===== config.mk =====
export PLATFORM = sky130hd
export DESIGN_NAME = bracket_match_completion_scorer
export DESIGN_NICKNAME = d
export VERILOG_FILES = /design/src/hw/rtl/bmcs_pkg.sv /design/src/hw/rtl/bmcs_ctrl.sv /design/src/hw/rtl/bmcs_datapath.sv /design/src/hw/rtl/bracket_match_completion_scorer.sv
export VERILOG_INCLUDE_DIRS = /design/src /design/src/hw/rtl
export SDC_FILE = /design/constraint.sdc
export NUM_CORES = 1
export LEC_CHECK = 0
export BUFFER_PORTS_ARGS = -buffer_cell sky130_fd_sc_hd__buf_2
export CORE_MARGIN = 4
export CORE_UTILIZATION = 42
export DETAILED_ROUTE_END_ITERATION = 8
export GPL_TIMING_DRIVEN = 0
export MAX_ROUTING_LAYER = met4
export PLACE_DENSITY = 0.57
export REMOVE_ABC_BUFFERS = 1
export SETUP_SLACK_MARGIN = 0.02
export SLEW_MARGIN = 30
export SYNTH_ARGS = -nofsm -noshare
export SYNTH_HDL_FRONTEND = slang
export SYNTH_HIERARCHICAL = 1
export SYNTH_SLANG_ARGS = --single-unit

===== constraint.sdc =====
create_clock -name aclk -period 5.98 [get_ports aclk]
set_input_delay 0.299 -clock aclk [delete_from_list [all_inputs] [get_ports aclk]]
set_output_delay 0.299 -clock aclk [all_outputs]
set_load 0.005 [all_outputs]

===== src/hw/rtl/bracket_match_completion_scorer_defines.svh =====
// Assertion macros for the bracket line checker.
`ifndef BRACKET_MATCH_COMPLETION_SCORER_DEFINES_SVH
`define BRACKET_MATCH_COMPLETION_SCORER_DEFINES_SVH

// Same-cycle implication, clocked on aclk and off during reset.
`define BMCS_ASSERT_NOW(lbl, ante, cons, msg) \
    lbl: assert property (@(posedge aclk) disable iff (!aresetn) (ante) |-> (cons)) \
        else $error(msg);

// Next-cycle implication, clocked on aclk and off during reset.
`define BMCS_ASSERT_NEXT(lbl, ante, cons, msg) \
    lbl: assert property (@(posedge aclk) disable iff (!aresetn) (ante) |=> (cons)) \
        else $error(msg);

`endif


===== src/hw/rtl/bmcs_pkg.sv =====
// Shared types, codes and the bracket decoder for the bracket line checker.
`timescale 1ns / 1ps
package bmcs_pkg;

    localparam logic [7:0] CHAR_ROUND_OPEN   = 8'h28;
    localparam logic [7:0] CHAR_ROUND_CLOSE  = 8'h29;
    localparam logic [7:0] CHAR_SQUARE_OPEN  = 8'h5B;
    localparam logic [7:0] CHAR_SQUARE_CLOSE = 8'h5D;
    localparam logic [7:0] CHAR_CURLY_OPEN   = 8'h7B;
    localparam logic [7:0] CHAR_CURLY_CLOSE  = 8'h7D;
    localparam logic [7:0] CHAR_ANGLE_OPEN   = 8'h3C;
    localparam logic [7:0] CHAR_ANGLE_CLOSE  = 8'h3E;

    localparam logic [1:0] KIND_ROUND  = 2'd0;
    localparam logic [1:0] KIND_SQUARE = 2'd1;
    localparam logic [1:0] KIND_CURLY  = 2'd2;
    localparam logic [1:0] KIND_ANGLE  = 2'd3;

    localparam logic [1:0] STATUS_VALID    = 2'd0;
    localparam logic [1:0] STATUS_CORRUPT  = 2'd1;
    localparam logic [1:0] STATUS_OVERFLOW = 2'd2;

    localparam int DATA_W_OUT = 88;

    typedef enum logic [1:0] {
        ST_IDLE,
        ST_EXEC,
        ST_WALK,
        ST_EMIT
    } state_t;

    typedef struct packed {
        logic is_bracket;
        logic closing;
        logic [1:0] kind;
    } bracket_t;

    // Controller to datapath
    typedef struct packed {
        logic accept;
        logic exec;
        logic walk;
        logic emit;
    } cmd_t;

    // Datapath to controller
    typedef struct packed {
        logic last;
        logic walk_done;
        logic out_free;
    } sts_t;

    function automatic bracket_t decode_bracket(input logic [7:0] c);
        bracket_t b;
        b = '{is_bracket: 1'b1, closing: 1'b0, kind: KIND_ROUND};
        unique case (c)
            CHAR_ROUND_OPEN:   b.kind = KIND_ROUND;
            CHAR_SQUARE_OPEN:  b.kind = KIND_SQUARE;
            CHAR_CURLY_OPEN:   b.kind = KIND_CURLY;
            CHAR_ANGLE_OPEN:   b.kind = KIND_ANGLE;
            CHAR_ROUND_CLOSE: begin
                b.closing = 1'b1;
                b.kind    = KIND_ROUND;
            end
            CHAR_SQUARE_CLOSE: begin
                b.closing = 1'b1;
                b.kind    = KIND_SQUARE;
            end
            CHAR_CURLY_CLOSE: begin
                b.closing = 1'b1;
                b.kind    = KIND_CURLY;
            end
            CHAR_ANGLE_CLOSE: begin
                b.closing = 1'b1;
                b.kind    = KIND_ANGLE;
            end
            default: b.is_bracket = 1'b0;
        endcase
        return b;
    endfunction

endpackage


===== src/hw/rtl/bmcs_ctrl.sv =====
// Controller state machine: sequences accept, execute, score walk and emit.
`timescale 1ns / 1ps
module bmcs_ctrl
    import bmcs_pkg::*;
(
    input  logic   aclk,
    input  logic   aresetn,
    input  logic   in_valid,
    input  sts_t   sts,
    output cmd_t   cmd,
    output logic   in_ready
);

    state_t state_reg, state_next;

    always_ff @(posedge aclk) begin
        if (!aresetn) begin
            state_reg <= ST_IDLE;
        end else begin
            state_reg <= state_next;
        end
    end

    always_comb begin
        state_next = state_reg;
        unique case (state_reg)
            ST_IDLE: begin
                if (in_valid) state_next = ST_EXEC;
            end
            ST_EXEC: begin
                state_next = sts.last ? ST_WALK : ST_IDLE;
            end
            ST_WALK: begin
                if (sts.walk_done) state_next = ST_EMIT;
            end
            ST_EMIT: begin
                if (sts.out_free) state_next = ST_IDLE;
            end
            default: state_next = ST_IDLE;
        endcase
    end

    always_comb begin
        cmd      = '0;
        in_ready = 1'b0;
        unique case (state_reg)
            ST_IDLE: begin
                in_ready   = 1'b1;
                cmd.accept = in_valid;
            end
            ST_EXEC: cmd.exec = 1'b1;
            ST_WALK: cmd.walk = 1'b1;
            ST_EMIT: cmd.emit = sts.out_free;
            default: cmd = '0;
        endcase
    end

endmodule


===== src/hw/rtl/bmcs_datapath.sv =====
// Datapath: bracket stack memory, line flags, score walk and output register.
`timescale 1ns / 1ps
module bmcs_datapath
    import bmcs_pkg::*;
#(
    parameter int STACK_DEPTH = 64
) (
    input  logic                  aclk,
    input  logic                  aresetn,
    input  cmd_t                  cmd,
    output sts_t                  sts,
    input  logic [7:0]            in_char,
    input  logic                  in_last,
    output logic                  out_valid,
    input  logic                  out_ready,
    output logic [DATA_W_OUT-1:0] out_data
);

    localparam int AW = (STACK_DEPTH > 1) ? $clog2(STACK_DEPTH) : 1;
    localparam int DW = $clog2(STACK_DEPTH + 1);

    logic [1:0] stack_mem [STACK_DEPTH];
    logic [1:0] rdata_reg;
    logic [AW-1:0] raddr;

    logic [7:0]    char_reg;
    logic          last_reg;
    logic [DW-1:0] depth_reg, depth_next;
    logic          corrupt_reg, corrupt_next;
    logic          overflow_reg, overflow_next;
    logic [7:0]    bad_char_reg, bad_char_next;
    logic [DW-1:0] idx_reg, idx_next;
    logic          pend_reg, pend_next;
    logic [63:0]   score_reg, score_next;
    logic          out_valid_reg, out_valid_next;
    logic [DATA_W_OUT-1:0] out_data_reg;

    logic          push_en;
    logic [DW-1:0] depth_dec;
    logic [DW-1:0] idx_dec;
    bracket_t      br;
    logic          active;
    logic          out_free;

    assign br        = decode_bracket(char_reg);
    assign depth_dec = depth_reg - 1'b1;
    assign idx_dec   = idx_reg - 1'b1;
    assign raddr     = cmd.walk ? idx_dec[AW-1:0] : depth_dec[AW-1:0];
    assign active    = !corrupt_reg && !overflow_reg && br.is_bracket;
    assign push_en   = cmd.exec && active && !br.closing && (depth_reg < DW'(STACK_DEPTH));
    assign out_free  = !out_valid_reg || out_ready;

    assign sts.last      = last_reg;
    assign sts.walk_done = (idx_reg == '0) && !pend_reg;
    assign sts.out_free  = out_free;

    assign out_valid = out_valid_reg;
    assign out_data  = out_data_reg;

    // Stack memory: one write port, one registered read port
    always_ff @(posedge aclk) begin
        if (push_en) begin
            stack_mem[depth_reg[AW-1:0]] <= br.kind;
        end
        rdata_reg <= stack_mem[raddr];
    end

    always_comb begin
        depth_next    = depth_reg;
        corrupt_next  = corrupt_reg;
        overflow_next = overflow_reg;
        bad_char_next = bad_char_reg;
        idx_next      = idx_reg;
        pend_next     = pend_reg;
        score_next    = score_reg;

        if (cmd.exec) begin
            if (active && !br.closing) begin
                if (depth_reg >= DW'(STACK_DEPTH)) begin
                    overflow_next = 1'b1;
                end else begin
                    depth_next = depth_reg + 1'b1;
                end
            end else if (active) begin
                if (depth_reg == '0 || rdata_reg != br.kind) begin
                    corrupt_next  = 1'b1;
                    bad_char_next = char_reg;
                end else begin
                    depth_next = depth_dec;
                end
            end
            // Arm the score walk; a faulted line walks nothing
            if (last_reg) begin
                idx_next   = (corrupt_next || overflow_next) ? '0 : depth_next;
                pend_next  = 1'b0;
                score_next = '0;
            end
        end

        if (cmd.walk) begin
            if (pend_reg) begin
                score_next = {score_reg[61:0], 2'b00} + score_reg
                           + {62'd0, rdata_reg} + 64'd1;
            end
            if (idx_reg != '0) begin
                idx_next  = idx_dec;
                pend_next = 1'b1;
            end else begin
                pend_next = 1'b0;
            end
        end

        // Clear the line state once its result is loaded into the output register
        if (cmd.emit) begin
            depth_next    = '0;
            corrupt_next  = 1'b0;
            overflow_next = 1'b0;
            bad_char_next = '0;
        end
    end

    always_comb begin
        out_valid_next = out_valid_reg;
        if (cmd.emit) begin
            out_valid_next = 1'b1;
        end else if (out_ready) begin
            out_valid_next = 1'b0;
        end
    end

    always_ff @(posedge aclk) begin
        if (!aresetn) begin
            depth_reg     <= '0;
            corrupt_reg   <= 1'b0;
            overflow_reg  <= 1'b0;
            bad_char_reg  <= '0;
            idx_reg       <= '0;
            pend_reg      <= 1'b0;
            out_valid_reg <= 1'b0;
        end else begin
            depth_reg     <= depth_next;
            corrupt_reg   <= corrupt_next;
            overflow_reg  <= overflow_next;
            bad_char_reg  <= bad_char_next;
            idx_reg       <= idx_next;
            pend_reg      <= pend_next;
            out_valid_reg <= out_valid_next;
        end
    end

    always_ff @(posedge aclk) begin
        score_reg <= score_next;
        if (cmd.accept) begin
            char_reg <= in_char;
            last_reg <= in_last;
        end
        if (cmd.emit) begin
            out_data_reg <= {7'd0,
                             7'(depth_reg),
                             corrupt_reg ? bad_char_reg : 8'd0,
                             score_reg,
                             corrupt_reg  ? STATUS_CORRUPT :
                             overflow_reg ? STATUS_OVERFLOW : STATUS_VALID};
        end
    end

endmodule


===== src/hw/rtl/bracket_match_completion_scorer.sv =====
// Each character is accepted and then updates the bracket stack; a line-end character then
// walks the open brackets of a valid line into its score (one stack read per walk cycle),
// walks nothing for an empty or faulted line, and emits the line result.
// A new character is taken only once the last one is through; a held result stalls input.
// Reset: synchronous, active low; clears the line state and the output valid.
// Stack memory contents are not cleared; only entries written in the line are read.
`timescale 1ns / 1ps
`include "bracket_match_completion_scorer_defines.svh"
module bracket_match_completion_scorer
    import bmcs_pkg::*;
#(
    parameter int STACK_DEPTH = 64
) (
    input  logic                  aclk,
    input  logic                  aresetn,
    input  logic                  s_tvalid,
    output logic                  s_tready,
    input  logic [7:0]            s_tdata,   // [7:0] character
    input  logic                  s_tlast,   // line_end
    output logic                  m_tvalid,
    input  logic                  m_tready,
    // [1:0] line_status, [65:2] completion_score, [73:66] offending_char,
    // [80:74] open_depth, [87:81] zero
    output logic [DATA_W_OUT-1:0] m_tdata
);

    cmd_t cmd;
    sts_t sts;

    bmcs_ctrl u_ctrl (
        .aclk     (aclk),
        .aresetn  (aresetn),
        .in_valid (s_tvalid),
        .sts      (sts),
        .cmd      (cmd),
        .in_ready (s_tready)
    );

    bmcs_datapath #(
        .STACK_DEPTH (STACK_DEPTH)
    ) u_datapath (
        .aclk      (aclk),
        .aresetn   (aresetn),
        .cmd       (cmd),
        .sts       (sts),
        .in_char   (s_tdata),
        .in_last   (s_tlast),
        .out_valid (m_tvalid),
        .out_ready (m_tready),
        .out_data  (m_tdata)
    );

    `BMCS_ASSERT_NEXT(a_accept_then_exec, s_tvalid && s_tready, cmd.exec,
        "accepted item not executed")
    `BMCS_ASSERT_NOW(a_fault_no_score, m_tvalid && m_tdata[1:0] != STATUS_VALID,
        m_tdata[65:2] == 64'd0, "faulted line carries a score")
    `BMCS_ASSERT_NOW(a_char_only_corrupt, m_tvalid && m_tdata[1:0] != STATUS_CORRUPT,
        m_tdata[73:66] == 8'd0, "offending char on non-corrupt line")
    `BMCS_ASSERT_NOW(a_emit_only_free, cmd.emit, !m_tvalid || m_tready,
        "result overwrites an untaken item")

endmodule


### After elaboration in Yosys (flattened, before gate mapping)

Memories as Yosys holds them, arrays and structs flattened. A register that Yosys moved wholly into a read port is not among the register bits.
Index checks and enable logic that the tools add are counted.

| storage, ports and cells | value |
|---|---|
| bits of input ports | 13 |
| flip-flop bits (word level) | 182 |
| bits in writable memories | 128 |
| output and inout bits | 90 |
| memories kept | 1 |

Memories:

| memory | depth | width | rd ports | clocked after memory_dff | write ports | RTL line | source |
|---|---|---|---|---|---|---|---|
| u_datapath.stack_mem | 64 | 2 | 1 | 1 | 1 | bmcs_datapath.sv:22 | `logic [1:0] stack_mem [STACK_DEPTH];` |

| cells by class | value |
|---|---|
| reductions and logical operators | 31 |
| equal/unequal tests | 15 |
| bitwise gates (word level) | 2 |
| add/sub/neg operators | 6 |
| muxes and demuxes | 43 |
| magnitude comparators | 2 |

Operators by type and width:

| cell | number |
|---|---|
| 2-to-1 mux 64 bit | 4 |
| adder 64 x 1 -> 64 bit, second input constant | 1 |
| adder 64 x 2 -> 64 bit | 1 |
| adder 64 bit | 1 |
| 2-to-1 mux 7 bit | 9 |
| equality test 8 x 6 -> 1 bit, second input constant | 4 |
| equality test 8 x 7 -> 1 bit, second input constant | 4 |
| 2-to-1 mux 1 bit | 22 |
| logical NOT 7 bit | 2 |
| subtractor 7 x 1 -> 7 bit, second input constant | 2 |
| 2-to-1 mux 2 bit | 5 |
| one-hot mux 2 bit (4 select lines) | 1 |
| OR reduction 2 bit | 4 |
| OR reduction 8 bit | 1 |
| adder 7 x 1 -> 7 bit, second input constant | 1 |
| greater-or-equal comparator 7 bit, second input constant | 1 |
| logical AND 1 bit | 7 |
| < comparator 7 bit, second input constant | 1 |
| nonzero test 7 bit | 1 |
| 2-to-1 mux 6 bit | 1 |
| one-hot mux 2 bit (3 select lines) | 1 |
| nonzero test 2 bit | 3 |
| logical NOT 1 bit | 5 |
| equality test 2 bit, second input constant | 2 |
| 11 further kinds | 15 |

### Longest topological paths before layout

Gate-level depths: netlist of the first run.

| depth | value |
|---|---|
| depth after elaboration | 15 |
| gate-level depth with buffers | 15 |
| gate-level depth less buffers | 15 |

### Cells and area by module

The synthesis of the first run kept the hierarchy.

Modules (own cells, without submodules):

| module | cells each | instances | area each (um^2) | sequential area each (um^2) |
|---|---|---|---|---|
| bmcs_datapath | 1356 | 1 | 15334.7 | 8388.0 |
| bmcs_ctrl | 14 | 1 | 120.1 | 40.0 |

### Worst setup path before layout of the first run

Ideal clock, no wire load.

| timing | value |
|---|---|
| kind | reg-to-reg |
| start | register u_datapath.char_reg[0] |
| end | register u_datapath.idx_reg[5] |
| arrival | 4.511 ns |
| slack | 1.353 ns |
| path buffers | 1 |
| cell stages (with the launch flop) | 13 |
| period minus slack after synthesis | 4.627 ns |
| cells stage by stage | edfxtp_1 > clkbuf_1 > nor3b_1 > nand2_1 > a21oi_1 > xnor2_1 > nand3_1 > nor4_4 > nand2_1 > o31ai_2 > xor2_1 > a221o_1 > and3_1 |

RTL lines:

| item | RTL line | source |
|---|---|---|
| from (decl) | bmcs_datapath.sv:26 | `logic [7:0] char_reg;` |
| from (signal assigned) | bmcs_datapath.sv:154 | `char_reg <= in_char;` |
| to (signal assigned) | bmcs_datapath.sv:145 | `idx_reg <= idx_next;` |
| to (decl) | bmcs_datapath.sv:32 | `logic [DW-1:0] idx_reg, idx_next;` |

### Worst setup path after layout of the first run

| timing | value |
|---|---|
| start | register u_datapath.depth_reg[0] |
| end | register u_datapath.rdata_reg[0] (read register of u_datapath.stack_mem) |

| on the way | value |
|---|---|
| cells in the longest elaborated chain, start to end | 2 |

RTL lines:

| item | RTL line | source |
|---|---|---|
| from (decl) | bmcs_datapath.sv:28 | `logic [DW-1:0] depth_reg, depth_next;` |
| from (signal assigned) | bmcs_datapath.sv:141 | `depth_reg <= depth_next;` |
| subtractor 7 x 1 -> 7 bit | bmcs_datapath.sv:46 | `assign depth_dec = depth_reg - 1'b1;` |
| 2-to-1 mux 6 bit | bmcs_datapath.sv:48 | `assign raddr = cmd.walk ? idx_dec[AW-1:0] : depth_dec[AW-1:0];` |
| to (decl) | bmcs_datapath.sv:23 | `logic [1:0] rdata_reg;` |

No other way between the ends.
A chain may end at the register's enable or synchronous reset.

==> impl_metrics.tcl, run 1 <==
set metrics [dict create \
    status "completed" \
    async_reset_ff_share_pct 0 \
    antenna_found_initial 0 \
    ctsResizeCount 0 \
    maxSlewHeadroom_pct 35.4 \
    finalWirelength_um 35100 \
    yosys_register_bits 312 \
    cp-startpoint "u_datapath/depth_reg[0]$_SDFFE_PP0P_" \
    synth-seq-area-share_pct 54.5 \
    rsz0062_at_grt "false" \
    layout-drive-gt1-share_pct 15.3 \
    grt_pass1_wl_um 56400 \
    clk_latency_ns 0.54 \
    max_cap_violations 0 \
    antenna_cells 0 \
    synth_edf_count 218 \
    ant_nets 0 \
    clk_pin_slew_worst_paths_ns 0.06 \
    cp_slowest_stage_delay_ns 0.79 \
    rr_startpoint "u_datapath/depth_reg[0]$_SDFFE_PP0P_" \
    p_leak_nw 6.48 \
    totalPowerFinal_mw 4.51 \
    critical_path_class "flip-flop to flip-flop" \
    whs_ns 0.0891 \
    cts_made_buffers 35 \
    die_area_sq_um 39900 \
    critPathArrivalTime_ns 4.52 \
    reg2regPathDepth 12 \
    via_per_inst 5.50 \
    root_buffer "clkbuf_16" \
    grt_pass1_vias 10751 \
    max_freq_mhz 244 \
    switching_share_pct 20.1 \
    clk_path_buf_depth 3 \
    gp_congestion 0.883 \
    clock_sinks 312 \
    crit_fanout 15 \
    fillers 3225 \
    die_x_um 200 \
    dr.pass1.iters 4 \
    finalSetupViolations 0 \
    cp-end-kind "flip-flop" \
    largest_reg_flops 128 \
    reg2reg_setup_slack_ns 1.88 \
    core_area_sq_um 35900 \
    start_util_pct 43.0 \
    netlist_area_sq_um 15500 \
    postLayoutCoreUtil_pct 49.6 \
    numPlacedInstances 1876 \
    grt.overflow.total 0 \
    grt_start_max_net_pins 65 \
    grt_usage_pct 18.2 \
    io_pins 103 \
    clockPowerShare_pct 46.7 \
    syn_to_final_growth_pct 15.3 \
    fin_skew_ns 0.0176 \
    worstPathCellList "clkinv_1, ha_1, mux2i_4, buf_8, buf_16, mux4_2, mux2i_1, nand2_1, o211ai_1, o21ai_0, nand2_1, o21ai_0" \
    port_buffers 95 \
    wl_per_cell_um 18.0 \
    worstReg2RegEnd "u_datapath/rdata_reg[0]$_DFF_P_" \
    slew_violations 0 \
    drt_iter0_markers 498 \
    endpoint "u_datapath/rdata_reg[0]$_DFF_P_" \
    power_frac_seq_pct 51.3 \
    netlist_instances 1370 \
    synth_cell_types 85 \
    dp_hpwl_um 24400 \
    nNetsFinal 1543 \
    critical_path_required_ns 6.40 \
    ir_drop_mv 0.168 \
    min_period_over_period_pct 68.6 \
    hold_class "primary input to flip-flop" \
    finalNonFillerCells 1949 \
    power.density_nw_per_um2 253 \
    critPathSlowestCell "dfxtp_1" \
    syn_area_per_cell_sq_um 11.3 \
    rows 69 \
    max_slew.worst_pin.slew_ns 0.965 \
    die_height_um 200 \
    p_switching_mw 0.907 \
    tritoncts "yes" \
    htreeDepth 2 \
    start_kind "flip-flop" \
    layout_commonest_cell "edfxtp_1" \
    hold_violations 0 \
    drc 0 \
    mostFrequentLayoutCells "edfxtp_1, nand2_1, nor2_1" \
    intPower_mw 3.61 \
    yosysWarnings 6 \
    period_needed_ns 4.10 \
    comb_power_share_pct 2.0 \
    ys.flop_type "edfxtp_1" \
    vias 10726 \
    fin_setup_tns_ns 0 \
]
[power groups by stage]
stage	clock, mW	sequential, mW	combinational [mW]
after detailed placement	0	2.36	0.0847
after CTS	2.18	2.32	0.0894
after floorplan	0	2.36	0.0398
after global routing	2.26	2.32	0.0975
after global placement	0	2.36	0.0711
final	2.11	2.32	0.0882
[cell type report]
type                       count  area [sq um]  share of cell area, %
multi-input combinational    968          6710                   37.7
inverter                      26          97.6                  0.547
clock buffer                  56          1030                   5.76
sequential                   312          8430                   47.3
timing repair buffer         119           891                   5.00
tap                          461           577                   3.24
clock inverter                 7          93.8                  0.526
[synth_stat cells, types with 11 or more instances]
master      n  area, sq um
edfxtp_1  218         6550
nand2_1   153          574
nor2_1    114          428
o21ai_0   107          536
dfxtp_1    94         1880
a21oi_1    79          395
ha_1       67          838
clkbuf_1   42          158
xnor2_1    42          368
a21o_1     38          285
xor2_1     37          324
nand3_1    35          175
mux4_2     32          721
inv_1      23         86.3
nor2b_1    20          125
nand4_1    19          119
mux2i_1    17          170
and2_1     14         87.6
a211oi_1   13         97.6
nor3_1     13         65.1
buf_2      11         55.1
[per-layer routing]
metal  vias to the layer above  part of all wire (%)  GRT usage, %
li1                       5278                     -             -
met1                      5167                    44          22.7
met2                       227                    49          30.7
met3                        54                   4.6          3.14
met4                         0                   2.4          5.18
met5                         -                     0             -
[metrics by stage]
stage	cell area [sq um]	worst slack, ns
global route	17800	1.56
finish	17800	1.88
CTS	17800	1.85
global placement	16200	-1.32
detailed placement	16600	1.87
floorplan	15200	0.503
[cell families after synthesis]
| kind of cell | count (synthesis) | share of synthesized area (%) |
|---|---|---|
| AOI/OAI and AO/OA | 338 | 13.8 |
| xor gates and xnor gates | 79 | 4.48 |
| adders and majority gates | 68 | 5.55 |
| buffers and inverters | 96 | 2.72 |
| DFF | 312 | 54.5 |
| muxes | 53 | 6.06 |
| other | 1 | 0.0243 |
| and+or+nand+nor | 423 | 12.8 |
[worst min path at each step]
| stage | start | depth (start not counted) | endpoint | slack [ns] |
|---|---|---|---|---|
| final | aresetn | 3 | u_datapath/idx_reg[1]$_SDFF_PN0_ | 0.09 |
| after floorplan | s_tdata[0] | 0 | u_datapath/char_reg[0]$_DFFE_PP_ | 0.40 |
| after CTS | aresetn | 3 | u_datapath/idx_reg[1]$_SDFF_PN0_ | 0.06 |
| after global routing | aresetn | 3 | u_datapath/idx_reg[4]$_SDFF_PN0_ | 0.1 |
| after global placement | u_datapath/bad_char_reg[3]$_SDFFE_PP0P_ | 2 | u_datapath/bad_char_reg[3]$_SDFFE_PP0P_ | 0.44 |
| after detailed placement | u_datapath/bad_char_reg[3]$_SDFFE_PP0P_ | 2 | u_datapath/bad_char_reg[3]$_SDFFE_PP0P_ | 0.45 |
[worst max-delay path, delay by kind of cell, from the launching register on]
kind / cells / cell delay, ns
AO/OA/AOI/OAI: 3 / 0.39
flip-flops: 1 / 0.79
buffers and inverters: 3 / 0.92
adder cells (fa/ha/maj): 1 / 0.50
AND/OR/NAND/NOR: 2 / 0.20
multiplexers: 3 / 1.19
[timing repair]
item	in CTS	in global routing
buffers inserted	0	0
hold buffers	9	0
endpoints found under the hold margin	9	0
(Power assumes the default switching activity.)
==> run 2: changes to the inputs <==
- clock period: 5.98 -> 4.1 ns (I/O delays scaled with it)
==> impl_metrics.tcl, run 2 (synthesis results as in run 1) <==
set metrics [dict create \
    intPower_mw 5.26 \
    grt_usage_pct 18.2 \
    htreeDepth 2 \
    antenna_found_initial 0 \
    fillers 3225 \
    drc 0 \
    syn_to_final_growth_pct 15.6 \
    via_per_inst 5.51 \
    postLayoutCoreUtil_pct 49.7 \
    drt_iter0_markers 506 \
    layout_commonest_cell "edfxtp_1" \
    wl_per_cell_um 18.0 \
    start_kind "flip-flop" \
    cts_made_buffers 35 \
    critPathArrivalTime_ns 4.19 \
    clk_pin_slew_worst_paths_ns 0.07 \
    io_pins 103 \
    maxSlewHeadroom_pct 34.2 \
    status "completed" \
    rows 69 \
    max_cap_violations 0 \
    critical_path_class "flip-flop to flip-flop" \
    grt.overflow.total 0 \
    ant_nets 0 \
    dr.pass1.iters 4 \
    mostFrequentLayoutCells "edfxtp_1, nand2_1, nor2_1" \
    min_period_over_period_pct 92.3 \
    cp-end-kind "flip-flop" \
    switching_share_pct 20.2 \
    hold_violations 0 \
    power_frac_seq_pct 51.3 \
    clockPowerShare_pct 46.8 \
    tritoncts "yes" \
    comb_power_share_pct 2.0 \
    ir_drop_mv 0.244 \
    max_freq_mhz 264 \
    grt_start_max_net_pins 65 \
    slew_violations 0 \
    die_height_um 200 \
    finalSetupViolations 0 \
    clock_sinks 312 \
    power.density_nw_per_um2 369 \
    rsz0062_at_grt "false" \
    nNetsFinal 1546 \
    p_leak_nw 6.48 \
    vias 10753 \
    p_switching_mw 1.33 \
    port_buffers 95 \
    die_x_um 200 \
    die_area_sq_um 39900 \
    fin_skew_ns 0.0164 \
    crit_fanout 5 \
    finalWirelength_um 35200 \
    gp_congestion 0.883 \
    start_util_pct 43.0 \
    totalPowerFinal_mw 6.59 \
    dp_hpwl_um 24400 \
    largest_reg_flops 128 \
    max_slew.worst_pin.slew_ns 0.983 \
    clk_latency_ns 0.55 \
    period_needed_ns 3.79 \
    clk_path_buf_depth 3 \
    grt_pass1_vias 10773 \
    antenna_cells 0 \
    critical_path_required_ns 4.51 \
    hold_class "primary input to flip-flop" \
    core_area_sq_um 35900 \
    grt_pass1_wl_um 56500 \
    root_buffer "clkbuf_16" \
    layout-drive-gt1-share_pct 15.6 \
]
## run 2: worst paths after layout
kind / slack (ns) / depth (start not counted) / end / startpoint
hold / removal: 0.13 / 2 / u_datapath/last_reg$_DFFE_PP_ / s_tvalid
setup / recovery: 0.31 / 14 / u_datapath/score_reg[52]$_DFF_P_ / u_datapath/score_reg[0]$_DFF_P_
hold reg to reg: 0.46 / 2 / u_datapath/bad_char_reg[3]$_SDFFE_PP0P_ / u_datapath/bad_char_reg[3]$_SDFFE_PP0P_
setup reg to reg: 0.31 / 14 / u_datapath/score_reg[52]$_DFF_P_ / u_datapath/score_reg[0]$_DFF_P_
## run 2: area by class of cell
type,count,area (sq um),share of cell area [%]
well taps,461,577,3.23
clock buffers,56,1030,5.75
clock inverters,7,93.8,0.525
flip-flops and latches,312,8430,47.2
repair buffers,122,918,5.14
multi-input cells,968,6720,37.6
inverters,26,101,0.567
## run 2: power groups by stage
stage	clock, mW	combinational [mW]	sequential (mW)
5_1_grt	3.29	0.144	3.38
3_5_place_dp	0	0.123	3.45
3_3_place_gp	0	0.103	3.45
2_1_floorplan	0	0.0577	3.44
6_report	3.08	0.130	3.38
4_1_cts	3.18	0.132	3.38
## run 2: per-stage QoR
step / std cells / TNS (ns) / setup slack (ns) / hold slack [ns] / cell area, sq um
2_1_floorplan: 1306 / -4.70 / -1.38 / 0.304 / 15200
3_3_place_gp: 1862 / -248.33 / -3.20 / 0.384 / 16200
3_5_place_dp: 1876 / -0.00793 / -0.00793 / 0.384 / 16600
4_1_cts: 1951 / 0 / 0.0411 / 0.105 / 17800
5_1_grt: 1952 / 0 / 0.0585 / 0.125 / 17900
6_report: 1952 / 0 / 0.315 / 0.127 / 17900
## run 2: what timing repair did
action                                  CTS  global route
hold buffers                             11             0
endpoints found under the setup margin    2             3
buffers inserted                          1             0
pin swaps                                 1             0
hold endpoints to repair                 16             0
gates resized for setup                   1             3
## run 2: routing by layer
layer,routed length [um],track usage [%],vias up
met5,0,-,-
met4,844,5.18,0
met2,17200,30.7,220
met3,1570,3.14,56
met1,15600,22.7,5205
li1,-,-,5272
## run 2: worst max-delay path, stage by stage (launching register included)
cell	delay, ns
dfxtp_1	0.34
inv_1	0.07
ha_1	0.15
inv_1	0.05
fa_1	0.42
a211oi_1	0.29
o21ai_0	0.18
a21oi_1	0.45
o211ai_1	0.20
a21oi_1	0.48
o21ai_0	0.28
a31o_2	0.30
a21oi_1	0.19
xor2_1	0.17
o21ai_0	0.08
